[config.mk]
export PLATFORM = sky130hd
export DESIGN_NAME = ohlcv_candle_aggregator_top_flat
export DESIGN_NICKNAME = d
export VERILOG_FILES = /design/src/rtl/oca_pkg.sv /design/src/rtl/oca_if.sv /design/src/rtl/oca_window.sv /design/src/rtl/ohlcv_candle_aggregator_top.sv /design/src/flat_wrapper.sv
export SDC_FILE = /design/constraint.sdc
export NUM_CORES = 1
export LEC_CHECK = 0
export ABC_AREA = 1
export BUFFER_PORTS_ARGS = -buffer_cell sky130_fd_sc_hd__buf_2
export CAP_MARGIN = 0
export CORE_UTILIZATION = 40
export CTS_CLUSTER_DIAMETER = 30
export DETAILED_ROUTE_END_ITERATION = 8
export PLACE_DENSITY = 0.64
export REMOVE_ABC_BUFFERS = 1
export SYNTH_ARGS = -nofsm -noshare
export SYNTH_HDL_FRONTEND = slang
export SYNTH_SLANG_ARGS = --single-unit
export TNS_END_PERCENT = 1
[constraint.sdc]
create_clock -name clk_i -period 51.5 [get_ports clk_i]
set_clock_uncertainty 0.2 [all_clocks]
set_input_delay 0 -clock clk_i [delete_from_list [all_inputs] [get_ports clk_i]]
set_output_delay 0 -clock clk_i [all_outputs]
set_load 0.1 [all_outputs]
[src/rtl/oca_pkg.sv]
// Package for the OHLCV candle aggregator: transaction payload types,
// register map codes and window length helpers. No dependencies.
package oca_pkg;

  localparam int unsigned TimeW     = 40;
  localparam int unsigned PriceW    = 32;
  localparam int unsigned VolW      = 32;
  localparam int unsigned VolSumW   = 48;
  localparam int unsigned MinutesW  = 6;
  localparam int unsigned WinSecsW  = 12;
  localparam int unsigned PaddrW    = 3;
  localparam int unsigned PdataW    = 32;

  localparam logic [MinutesW-1:0] MinMinutes     = 6'd5;
  localparam logic [MinutesW-1:0] MaxMinutes     = 6'd60;
  localparam logic [MinutesW-1:0] MinutesReset   = 6'd5;
  localparam logic [WinSecsW-1:0] SecsPerMin     = 12'd60;

  typedef enum logic [0:0] {
    RegCandleMinutes = 1'b0
  } reg_idx_e;

  typedef struct packed {
    logic [TimeW-1:0]  quote_time;
    logic [PriceW-1:0] quote_price;
    logic [VolW-1:0]   quote_volume;
  } quote_t;

  typedef struct packed {
    logic [TimeW-1:0]    candle_time;
    logic [PriceW-1:0]   open_price;
    logic [PriceW-1:0]   high_price;
    logic [PriceW-1:0]   low_price;
    logic [PriceW-1:0]   close_price;
    logic [VolSumW-1:0]  volume_total;
  } candle_t;

  function automatic logic [WinSecsW-1:0] window_secs(input logic [MinutesW-1:0] minutes);
    logic [MinutesW-1:0] m;
    m = minutes;
    if (m < MinMinutes) m = MinMinutes;
    if (m > MaxMinutes) m = MaxMinutes;
    return WinSecsW'(m) * SecsPerMin;
  endfunction

endpackage

[src/rtl/oca_if.sv]
// Valid/ready stream interfaces for quotes in and candles out.
// Depends on oca_pkg for the payload types.
interface oca_quote_if;
  import oca_pkg::*;
  logic   valid;
  logic   ready;
  quote_t payload;
  modport source (output valid, output payload, input ready);
  modport sink   (input valid, input payload, output ready);
endinterface

interface oca_candle_if;
  import oca_pkg::*;
  logic    valid;
  logic    ready;
  candle_t payload;
  modport source (output valid, output payload, input ready);
  modport sink   (input valid, input payload, output ready);
endinterface

[src/rtl/oca_window.sv]
// Window state of the candle aggregator: open/high/low/volume holds and
// the boundary decision for one quote per cycle. Depends on oca_pkg.
module oca_window
  import oca_pkg::*;
(
  input  logic                clk_i,
  input  logic                rst_ni,
  input  logic                advance_i,
  input  quote_t              quote_i,
  input  logic [MinutesW-1:0] minutes_i,
  output logic                emit_o,
  output candle_t             candle_o
);

  logic                started_q, started_d;
  logic                fresh_q, fresh_d;
  logic [TimeW-1:0]    start_q, start_d;
  logic [PriceW-1:0]   open_q, open_d;
  logic [PriceW-1:0]   high_q, high_d;
  logic [PriceW-1:0]   low_q, low_d;
  logic [VolSumW-1:0]  vol_q, vol_d;

  logic [TimeW-1:0]    ws;
  logic [TimeW:0]      win_end;
  logic                in_window;
  logic                base_fresh;
  logic [PriceW-1:0]   base_open, base_high, base_low;
  logic [VolSumW-1:0]  base_vol;
  logic [VolSumW:0]    vol_sum;

  always_comb begin
    ws        = started_q ? start_q : quote_i.quote_time;
    win_end   = {1'b0, ws} + (TimeW+1)'(window_secs(minutes_i));
    in_window = win_end > {1'b0, quote_i.quote_time};
    emit_o    = !in_window;

    candle_o.candle_time  = ws;
    candle_o.open_price   = open_q;
    candle_o.high_price   = high_q;
    candle_o.low_price    = low_q;
    candle_o.close_price  = quote_i.quote_price;
    candle_o.volume_total = vol_q;

    base_fresh = in_window ? fresh_q : 1'b1;
    base_open  = in_window ? open_q  : '0;
    base_high  = in_window ? high_q  : '0;
    base_low   = in_window ? low_q   : '1;
    base_vol   = in_window ? vol_q   : '0;

    open_d  = base_fresh ? quote_i.quote_price : base_open;
    high_d  = (quote_i.quote_price > base_high) ? quote_i.quote_price : base_high;
    low_d   = (quote_i.quote_price < base_low) ? quote_i.quote_price : base_low;
    vol_sum = {1'b0, base_vol} + (VolSumW+1)'(quote_i.quote_volume);
    vol_d   = vol_sum[VolSumW] ? '1 : vol_sum[VolSumW-1:0];
    fresh_d   = 1'b0;
    started_d = 1'b1;
    start_d   = in_window ? ws : quote_i.quote_time;
  end

  always_ff @(posedge clk_i or negedge rst_ni) begin
    if (!rst_ni) begin
      started_q <= 1'b0;
      fresh_q   <= 1'b1;
      start_q   <= '0;
      open_q    <= '0;
      high_q    <= '0;
      low_q     <= '1;
      vol_q     <= '0;
    end else if (advance_i) begin
      started_q <= started_d;
      fresh_q   <= fresh_d;
      start_q   <= start_d;
      open_q    <= open_d;
      high_q    <= high_d;
      low_q     <= low_d;
      vol_q     <= vol_d;
    end
  end

  a_started_sticky: assert property (@(posedge clk_i) disable iff (!rst_ni)
    started_q |=> started_q)
    else $error("window started flag dropped");

  a_high_ge_low: assert property (@(posedge clk_i) disable iff (!rst_ni)
    !fresh_q |-> high_q >= low_q)
    else $error("high hold below low hold");

endmodule

[src/rtl/ohlcv_candle_aggregator_top.sv]
// OHLCV candle aggregator. Takes one quote transaction per cycle; a quote at
// or past the window end yields one candle, held in an output register. Throughput
// is one quote per cycle, set by the single update stage between the quote register
// and the candle register; a waiting candle stalls the input only while the quote
// register is also full. Window length is written through the APB port at address 0.
// Depends on oca_pkg, oca_if, oca_window.
module ohlcv_candle_aggregator_top
  import oca_pkg::*;
(
  input  logic              clk_i,
  input  logic              rst_ni,
  oca_quote_if.sink         quote_i,
  oca_candle_if.source      candle_o,
  input  logic              psel,
  input  logic              penable,
  input  logic              pwrite,
  input  logic [PaddrW-1:0] paddr,
  input  logic [PdataW-1:0] pwdata,
  output logic [PdataW-1:0] prdata,
  output logic              pready
);

  logic [MinutesW-1:0] minutes_q;
  logic                in_valid_q;
  quote_t              in_q;
  logic                out_valid_q, out_valid_d;
  candle_t             out_q;
  logic                advance;
  logic                emit;
  candle_t             candle;
  logic                wr_en;

  assign pready = 1'b1;
  assign wr_en  = psel && penable && pwrite;
  assign prdata = (reg_idx_e'(paddr[2]) == RegCandleMinutes) ?
                  PdataW'(minutes_q) : '0;

  always_ff @(posedge clk_i or negedge rst_ni) begin
    if (!rst_ni) begin
      minutes_q <= MinutesReset;
    end else if (wr_en) begin
      unique case (reg_idx_e'(paddr[2]))
        RegCandleMinutes: minutes_q <= pwdata[MinutesW-1:0];
        default: ;
      endcase
    end
  end

  assign advance       = in_valid_q && (!out_valid_q || candle_o.ready);
  assign quote_i.ready = !in_valid_q || advance;

  always_ff @(posedge clk_i or negedge rst_ni) begin
    if (!rst_ni) begin
      in_valid_q <= 1'b0;
    end else if (quote_i.ready) begin
      in_valid_q <= quote_i.valid;
    end
  end

  always_ff @(posedge clk_i) begin
    if (quote_i.valid && quote_i.ready) in_q <= quote_i.payload;
  end

  oca_window u_window (
    .clk_i     (clk_i),
    .rst_ni    (rst_ni),
    .advance_i (advance),
    .quote_i   (in_q),
    .minutes_i (minutes_q),
    .emit_o    (emit),
    .candle_o  (candle)
  );

  always_comb begin
    if (advance && emit) out_valid_d = 1'b1;
    else if (candle_o.ready) out_valid_d = 1'b0;
    else out_valid_d = out_valid_q;
  end

  always_ff @(posedge clk_i or negedge rst_ni) begin
    if (!rst_ni) out_valid_q <= 1'b0;
    else out_valid_q <= out_valid_d;
  end

  always_ff @(posedge clk_i) begin
    if (advance && emit) out_q <= candle;
  end

  assign candle_o.valid   = out_valid_q;
  assign candle_o.payload = out_q;

  a_stalled_quote_kept: assert property (@(posedge clk_i) disable iff (!rst_ni)
    in_valid_q && out_valid_q && !candle_o.ready |=> in_valid_q)
    else $error("stalled quote lost");

  a_emit_loads_out: assert property (@(posedge clk_i) disable iff (!rst_ni)
    advance && emit |=> out_valid_q)
    else $error("candle not registered");

  a_ready_when_out_free: assert property (@(posedge clk_i) disable iff (!rst_ni)
    !out_valid_q |-> quote_i.ready)
    else $error("input stalled with empty output");

endmodule

[src/flat_wrapper.sv]
// flat-port wrapper written by rule: the top's interface ports become plain ports
module ohlcv_candle_aggregator_top_flat import oca_pkg::*;
  (clk_i, rst_ni, psel, penable, pwrite, paddr, pwdata, prdata, pready, quote_i_valid, quote_i_payload, quote_i_ready, candle_o_valid, candle_o_payload, candle_o_ready);
  oca_quote_if quote_i_i ();
  oca_candle_if candle_o_i ();
  input  logic clk_i;
  input  logic rst_ni;
  input  logic psel;
  input  logic penable;
  input  logic pwrite;
  input  logic [PaddrW-1:0] paddr;
  input  logic [PdataW-1:0] pwdata;
  output logic [PdataW-1:0] prdata;
  output logic pready;
  input wire logic [$bits(quote_i_i.valid)-1:0] quote_i_valid;
  input wire logic [$bits(quote_i_i.payload)-1:0] quote_i_payload;
  output wire logic [$bits(quote_i_i.ready)-1:0] quote_i_ready;
  output wire logic [$bits(candle_o_i.valid)-1:0] candle_o_valid;
  output wire logic [$bits(candle_o_i.payload)-1:0] candle_o_payload;
  input wire logic [$bits(candle_o_i.ready)-1:0] candle_o_ready;
  assign quote_i_i.valid = quote_i_valid;
  assign quote_i_i.payload = quote_i_payload;
  assign quote_i_ready = quote_i_i.ready;
  assign candle_o_valid = candle_o_i.valid;
  assign candle_o_payload = candle_o_i.payload;
  assign candle_o_i.ready = candle_o_ready;
  ohlcv_candle_aggregator_top u_core (.clk_i(clk_i), .rst_ni(rst_ni), .quote_i(quote_i_i), .candle_o(candle_o_i), .psel(psel), .penable(penable), .pwrite(pwrite), .paddr(paddr), .pwdata(pwdata), .prdata(prdata), .pready(pready));
endmodule
==> flow_metrics.env, run 1 <==
export IMPL_cts_htree_levels=3
export IMPL_ant_nets=0
export IMPL_grt_overflow_total=0
export IMPL_max_freq_mhz=74.08
export IMPL_crit_path_start_kind="flop"
export IMPL_drtPass1Iterations=5
export IMPL_hpwl_um=44890
export IMPL_synth_most_common_cell="nand2_1"
export IMPL_clkLatencyLatePin_ps=660
export IMPL_synthCells=2563
export IMPL_arrival_ps=13780
export IMPL_syn_avg_cell_area_sq_um=10.08
export IMPL_grt_max_degree=86
export IMPL_gp_congestion=0.8793
export IMPL_antenna_found_initial=1
export IMPL_fin_crit_sh=0.2621
export IMPL_maxCapViolCount=0
export IMPL_r2r_setup_slack_ps=38000
export IMPL_vias=20650
export IMPL_yosys_area_top_type="edfxtp_1"
export IMPL_r2r_start="u_core.minutes_q[1]$_DFFE_PN0P_"
export IMPL_drc_errors=0
export IMPL_synthArstFlopShare=0.3774
export IMPL_drt_wl_total_um=70800
export IMPL_crit_required_ps=51790
export IMPL_die_w_um=256.1
export IMPL_hold_viol_final=0
export IMPL_layout_drive_gt1_share=0.2077
export IMPL_numPortBuffers=341
export IMPL_min_path_type="primary input to flop"
export IMPL_maxSlewViolCount=0
export IMPL_initial_utilization=0.4072
export IMPL_syn_area_sq_um=25830
export IMPL_yosysUniqueCellTypes=64
export IMPL_clkSinkCount=514
export IMPL_instances_no_fill=4124
export IMPL_nFillCells=5436
export IMPL_dr_wl_met2_um=35310
export IMPL_multi_input_area_sq_um=9597
export IMPL_synth_area_top_cells="edfxtp_1, dfrtp_1, ha_1"
export IMPL_holdPathEnd="u_core.candle_o.valid$_DFFE_PN0P_"
export IMPL_end_kind="flop"
export IMPL_n_antenna_cell=0
export IMPL_coreArea_sq_um=63430
export IMPL_dr_wl_met3_um=4308
export IMPL_fin_crit_ps=13500
export IMPL_finalSetupTns_ps=0
export IMPL_hold_start="candle_o_ready"
export IMPL_cts_resized=0
export IMPL_top_layer="met5"
export IMPL_synth_common_cells="nand2_1, edfxtp_1, inv_1"
export IMPL_path_class="flop to flop"
export IMPL_root_buffer="clkbuf_16"
export IMPL_setup_violations=0
export IMPL_wl_met1_um=29120
export IMPL_fp_row_count=92
export IMPL_drtIter0Drc=1250
export IMPL_rsz0062_at_grt="false"
export IMPL_worst_pin_slew_ps=1085
export IMPL_grt_pass1_vias=21410
export IMPL_yosysSeqAreaShare=0.5617
export IMPL_vias_per_cell=5.007
export IMPL_synth_ff_type="edfxtp_1"
export IMPL_max_clock_path_buffers=3
export IMPL_cts_tree="done"
export IMPL_outcome="completed"
export IMPL_synth_edf_count=320
export IMPL_synth_seq_cells=514
export IMPL_cts_buffers_inserted=109
export IMPL_crit_slowest_cell="nor4_1"
export IMPL_ios=397
export IMPL_grt_use_total=0.2169
export IMPL_worstPathMaxFanout=72
export IMPL_rr_endpoint="u_core.u_window.vol_q[33]$_DFFE_PN0P_"
export IMPL_ff_latch_area_sq_um=14510
export IMPL_cpPeakStageDelay_ps=550
export IMPL_cp_common_cell="nor2_1"
export IMPL_wire_per_inst_um=17.17
export IMPL_reg2regPathDepth=58
export IMPL_die_area_sq_um=65590
export IMPL_dpl_cell_count=3677
export IMPL_finalNetCount=3499
export IMPL_whs_path_depth=5
export IMPL_area_delta_synth_final_pct=33.81
export IMPL_slew_headroom=0.2767
export IMPL_synth_top_area_frac=0.3721
export IMPL_die_h_um=256.1
export IMPL_path_clk_slew_ps=50
export IMPL_grt_pass1_wl_um=113100
export IMPL_ys_warn_count=0
## final cells by class
cell class | count | share of cell area
timing repair buffer | 597 | 0.1231
tap | 846 | 0.03063
clock buffer | 128 | 0.08305
sequential | 514 | 0.4198
multi-input combinational | 1642 | 0.2777
inverter | 318 | 0.03479
clock inverter | 79 | 0.03088
## metrics by stage
step           instance area [sq um]    util  worst slack [ps]  hold WS [ps]
4_1_cts                        34560  0.5449             38530         12.40
3_5_place_dp                   28200  0.4446             38680        -113.7
3_3_place_gp                   28200  0.4446             38860        -116.6
6_report                       34560  0.5449             38000         50.89
5_1_grt                        34560  0.5449             36990         44.08
2_1_floorplan                  25260       -             32970        -495.6
## flip-flops by register name (all words and copies together), names as in the netlist
| name | flops |
|---|---|
| u_core.candle_o.payload | 216 |
| u_core.candle_o.valid | 1 |
| u_core.in_q | 104 |
| u_core.in_valid_q | 1 |
| u_core.minutes_q | 6 |
| u_core.u_window.fresh_q | 1 |
| u_core.u_window.high_q | 32 |
| u_core.u_window.low_q | 32 |
| u_core.u_window.open_q | 32 |
| u_core.u_window.start_q | 40 |
| u_core.u_window.started_q | 1 |
| u_core.u_window.vol_q | 48 |
## placed cells by master, fill, tap and decap left out, drive strengths merged, types with 2 or more instances in the layout
master | Yosys | layout
a211oi | 6 | 6
a21o | 2 | 2
a21oi | 139 | 139
a22oi | 38 | 38
a31oi | 10 | 10
and3 | 2 | 2
buf | 61 | 357
bufinv | 0 | 20
clkbuf | 53 | 129
clkinv | 2 | 36
clkinvlp | 0 | 19
conb | 2 | 27
dfrtp | 159 | 159
dfstp | 35 | 35
dlygate4sd3 | 0 | 239
edfxtp | 320 | 320
fa | 11 | 11
ha | 160 | 160
inv | 316 | 322
nand2 | 523 | 523
nand3 | 106 | 106
nand3b | 3 | 3
nand4 | 18 | 18
nor2 | 243 | 243
nor3 | 18 | 18
nor4 | 6 | 6
o2111ai | 3 | 3
o211ai | 2 | 2
o21a | 4 | 4
o21ai | 224 | 224
o21bai | 2 | 2
o221ai | 3 | 3
o22ai | 3 | 3
xnor2 | 29 | 29
xor2 | 53 | 53
## critical path, delay by kind of cell (launching register included)
family / cells / cell delay (ps)
buf+inv: 6 / 1130
simple gates: 30 / 5760
compound gates: 12 / 2640
fa+ha+maj: 8 / 2780
xor+xnor: 2 / 310
flops: 1 / 370
## kinds of logic (layout without fill, tap and decap cells)
group	count (synthesis)	count (layout)	share of synthesized area
simple gates	923	923	0.1493
xor+xnor	82	82	0.02781
buf+inv	432	1122	0.07194
compound gates	439	439	0.1029
other cells	2	27	0.0002908
fa+ha+maj	171	171	0.08604
flops	514	514	0.5617
## metal layers
metal  GRT usage  vias to the layer above
li1            -                     9829
met1      0.2633                     9993
met2      0.3788                      663
met3     0.04446                      162
met4     0.07868                        2
met5           0                        -
## worst max-delay path by stage
stage / start / endpoint / slack [ps] / depth (start not counted)
CTS: u_core.minutes_q[0]$_DFFE_PN1P_ / u_core.u_window.vol_q[33]$_DFFE_PN0P_ / 38530 / 58
global placement: u_core.minutes_q[0]$_DFFE_PN1P_ / u_core.u_window.vol_q[47]$_DFFE_PN0P_ / 38860 / 58
finish: u_core.minutes_q[1]$_DFFE_PN0P_ / u_core.u_window.vol_q[33]$_DFFE_PN0P_ / 38000 / 58
floorplan: u_core.minutes_q[0]$_DFFE_PN1P_ / u_core.candle_o.payload[0]$_DFFE_PP_ / 32970 / 43
global route: u_core.minutes_q[1]$_DFFE_PN0P_ / u_core.u_window.vol_q[33]$_DFFE_PN0P_ / 36990 / 58
detailed placement: u_core.minutes_q[0]$_DFFE_PN1P_ / u_core.u_window.vol_q[33]$_DFFE_PN0P_ / 38680 / 58
## what timing repair did
item                      CTS  global route
setup buffers               0             0
hold endpoints to repair  287             0
hold buffers              240             0
Power of run 1 is left out: the tool's default activity adds up to more than one toggle a clock period on the data nets, which glitch-free logic cannot reach.
==> run 2, diff against run 1 <==
- clock period: 51.5 -> 13.79 ns (I/O delays scaled with it)
==> flow_metrics.env, run 2 (same netlist as run 1, synthesis figures left out) <==
export IMPL_initial_utilization=0.4072
export IMPL_ant_nets=0
export IMPL_die_h_um=256.1
export IMPL_grt_pass1_wl_um=111700
export IMPL_fin_crit_sh=0.9310
export IMPL_fin_crit_ps=12840
export IMPL_drt_wl_total_um=70900
export IMPL_cts_buffers_inserted=113
export IMPL_layout_drive_gt1_share=0.2078
export IMPL_outcome="completed"
export IMPL_rsz0062_at_grt="false"
export IMPL_path_class="flop to flop"
export IMPL_root_buffer="clkbuf_16"
export IMPL_cts_setup_buffers=0
export IMPL_multi_input_area_sq_um=9608
export IMPL_vias=20570
export IMPL_path_clk_slew_ps=40
export IMPL_die_area_sq_um=65590
export IMPL_drc_errors=0
export IMPL_drtIter0Drc=1256
export IMPL_vias_per_cell=4.971
export IMPL_final_cell_mix="nand2_1, buf_2, edfxtp_1"
export IMPL_crit_slowest_cell="nor4_1"
export IMPL_grt_pass1_vias=21100
export IMPL_antenna_found_initial=2
export IMPL_setup_violations=0
export IMPL_cts_tree="done"
export IMPL_hold_viol_final=0
export IMPL_worstPathMaxFanout=41
export IMPL_maxSlewViolCount=0
export IMPL_crit_buf_inv=6
export IMPL_numPortBuffers=341
export IMPL_area_delta_synth_final_pct=34.03
export IMPL_dpl_cell_count=3680
export IMPL_max_clock_path_buffers=3
export IMPL_coreArea_sq_um=63430
export IMPL_largest_reg_flops=216
export IMPL_nFillCells=5344
export IMPL_arrival_ps=13140
export IMPL_gp_congestion=0.9089
export IMPL_clkLatencyLatePin_ps=660
export IMPL_slew_headroom=0.3124
export IMPL_worst_pin_slew_ps=1031
export IMPL_wire_per_inst_um=17.13
export IMPL_grt_use_total=0.2136
export IMPL_maxCapViolCount=0
export IMPL_layout_commonest_cell="nand2_1"
export IMPL_cpPeakStageDelay_ps=510
export IMPL_die_w_um=256.1
export IMPL_finalNetCount=3507
export IMPL_max_freq_mhz=77.89
export IMPL_hpwl_um=45500
export IMPL_grt_overflow_total=0
export IMPL_ff_latch_area_sq_um=14510
export IMPL_end_kind="flop"
export IMPL_clkSinkCount=514
export IMPL_crit_path_start_kind="flop"
export IMPL_min_path_type="primary input to flop"
export IMPL_fp_row_count=92
export IMPL_crit_required_ps=14090
export IMPL_instances_no_fill=4138
export IMPL_ios=397
export IMPL_crit_family="simple AND/OR/NAND/NOR gates"
export IMPL_cp_common_cell="nor2_1"
export IMPL_finalSetupTns_ps=0
export IMPL_grt_max_degree=128
export IMPL_drtPass1Iterations=8
export IMPL_cts_htree_levels=3
## run 2: area by class of cell
type | instances | area share
Sequential cell | 514 | 0.4191
Multi-Input combinational cell | 1643 | 0.2776
Timing Repair Buffer | 600 | 0.1239
Clock buffer | 142 | 0.08928
Inverter | 318 | 0.03481
Tap cell | 846 | 0.03058
Clock inverter | 74 | 0.02462
Antenna cell | 1 | 0.00007229
## run 2: repair_timing
action / 4_1_cts / 5_1_grt
gates resized for setup: 0 / 1
endpoints found under the setup margin: 0 / 41
endpoints found under the hold margin: 296 / 0
hold buffers: 240 / 0
## run 2: worst paths after layout
path / from / to / slack [ps] / cells past startpoint
worst max register to register: u_core.minutes_q[1]$_DFFE_PN0P_ / u_core.u_window.vol_q[47]$_DFFE_PN0P_ / 950 / 58
worst min-delay path: candle_o_ready / u_core.candle_o.valid$_DFFE_PN0P_ / 60 / 5
max in group asynchronous: rst_ni / u_core.u_window.started_q$_DFFE_PN0P_ / 11970 / 4
min in group asynchronous: rst_ni / u_core.u_window.low_q[9]$_DFFE_PN1P_ / 420 / 3
worst min register to register: u_core.u_window.open_q[30]$_DFFE_PN0P_ / u_core.candle_o.payload[174]$_DFFE_PP_ / 240 / 0
worst max-delay path: u_core.minutes_q[1]$_DFFE_PN0P_ / u_core.u_window.vol_q[47]$_DFFE_PN0P_ / 950 / 58
## run 2: tightest hold or removal path, stage by stage
cell and delay [ps]:
dlygate4sd3_1 520, buf_2 90, inv_1 40, nand2_1 100
o21ai_0 90
## run 2: metal layers
layer,GRT usage,up-vias,part of all wire
li1,-,9842,-
met1,0.2583,9919,0.42
met2,0.3717,666,0.50
met3,0.04823,143,0.059
met4,0.07585,2,0.027
met5,0,-,0.00014
## run 2: stage by stage
step	setup slack, ps	cell area, sq um	hold WS (ps)	util
floorplan	-4742	25260	-495.6	-
global placement	1393	28240	-119.9	0.4452
detailed placement	1279	28240	-119.5	0.4452
CTS	1179	34600	14.42	0.5455
global route	56.48	34620	47.17	0.5458
finish	951.2	34620	56.71	0.5458
Power of run 2 is left out for the same reason.
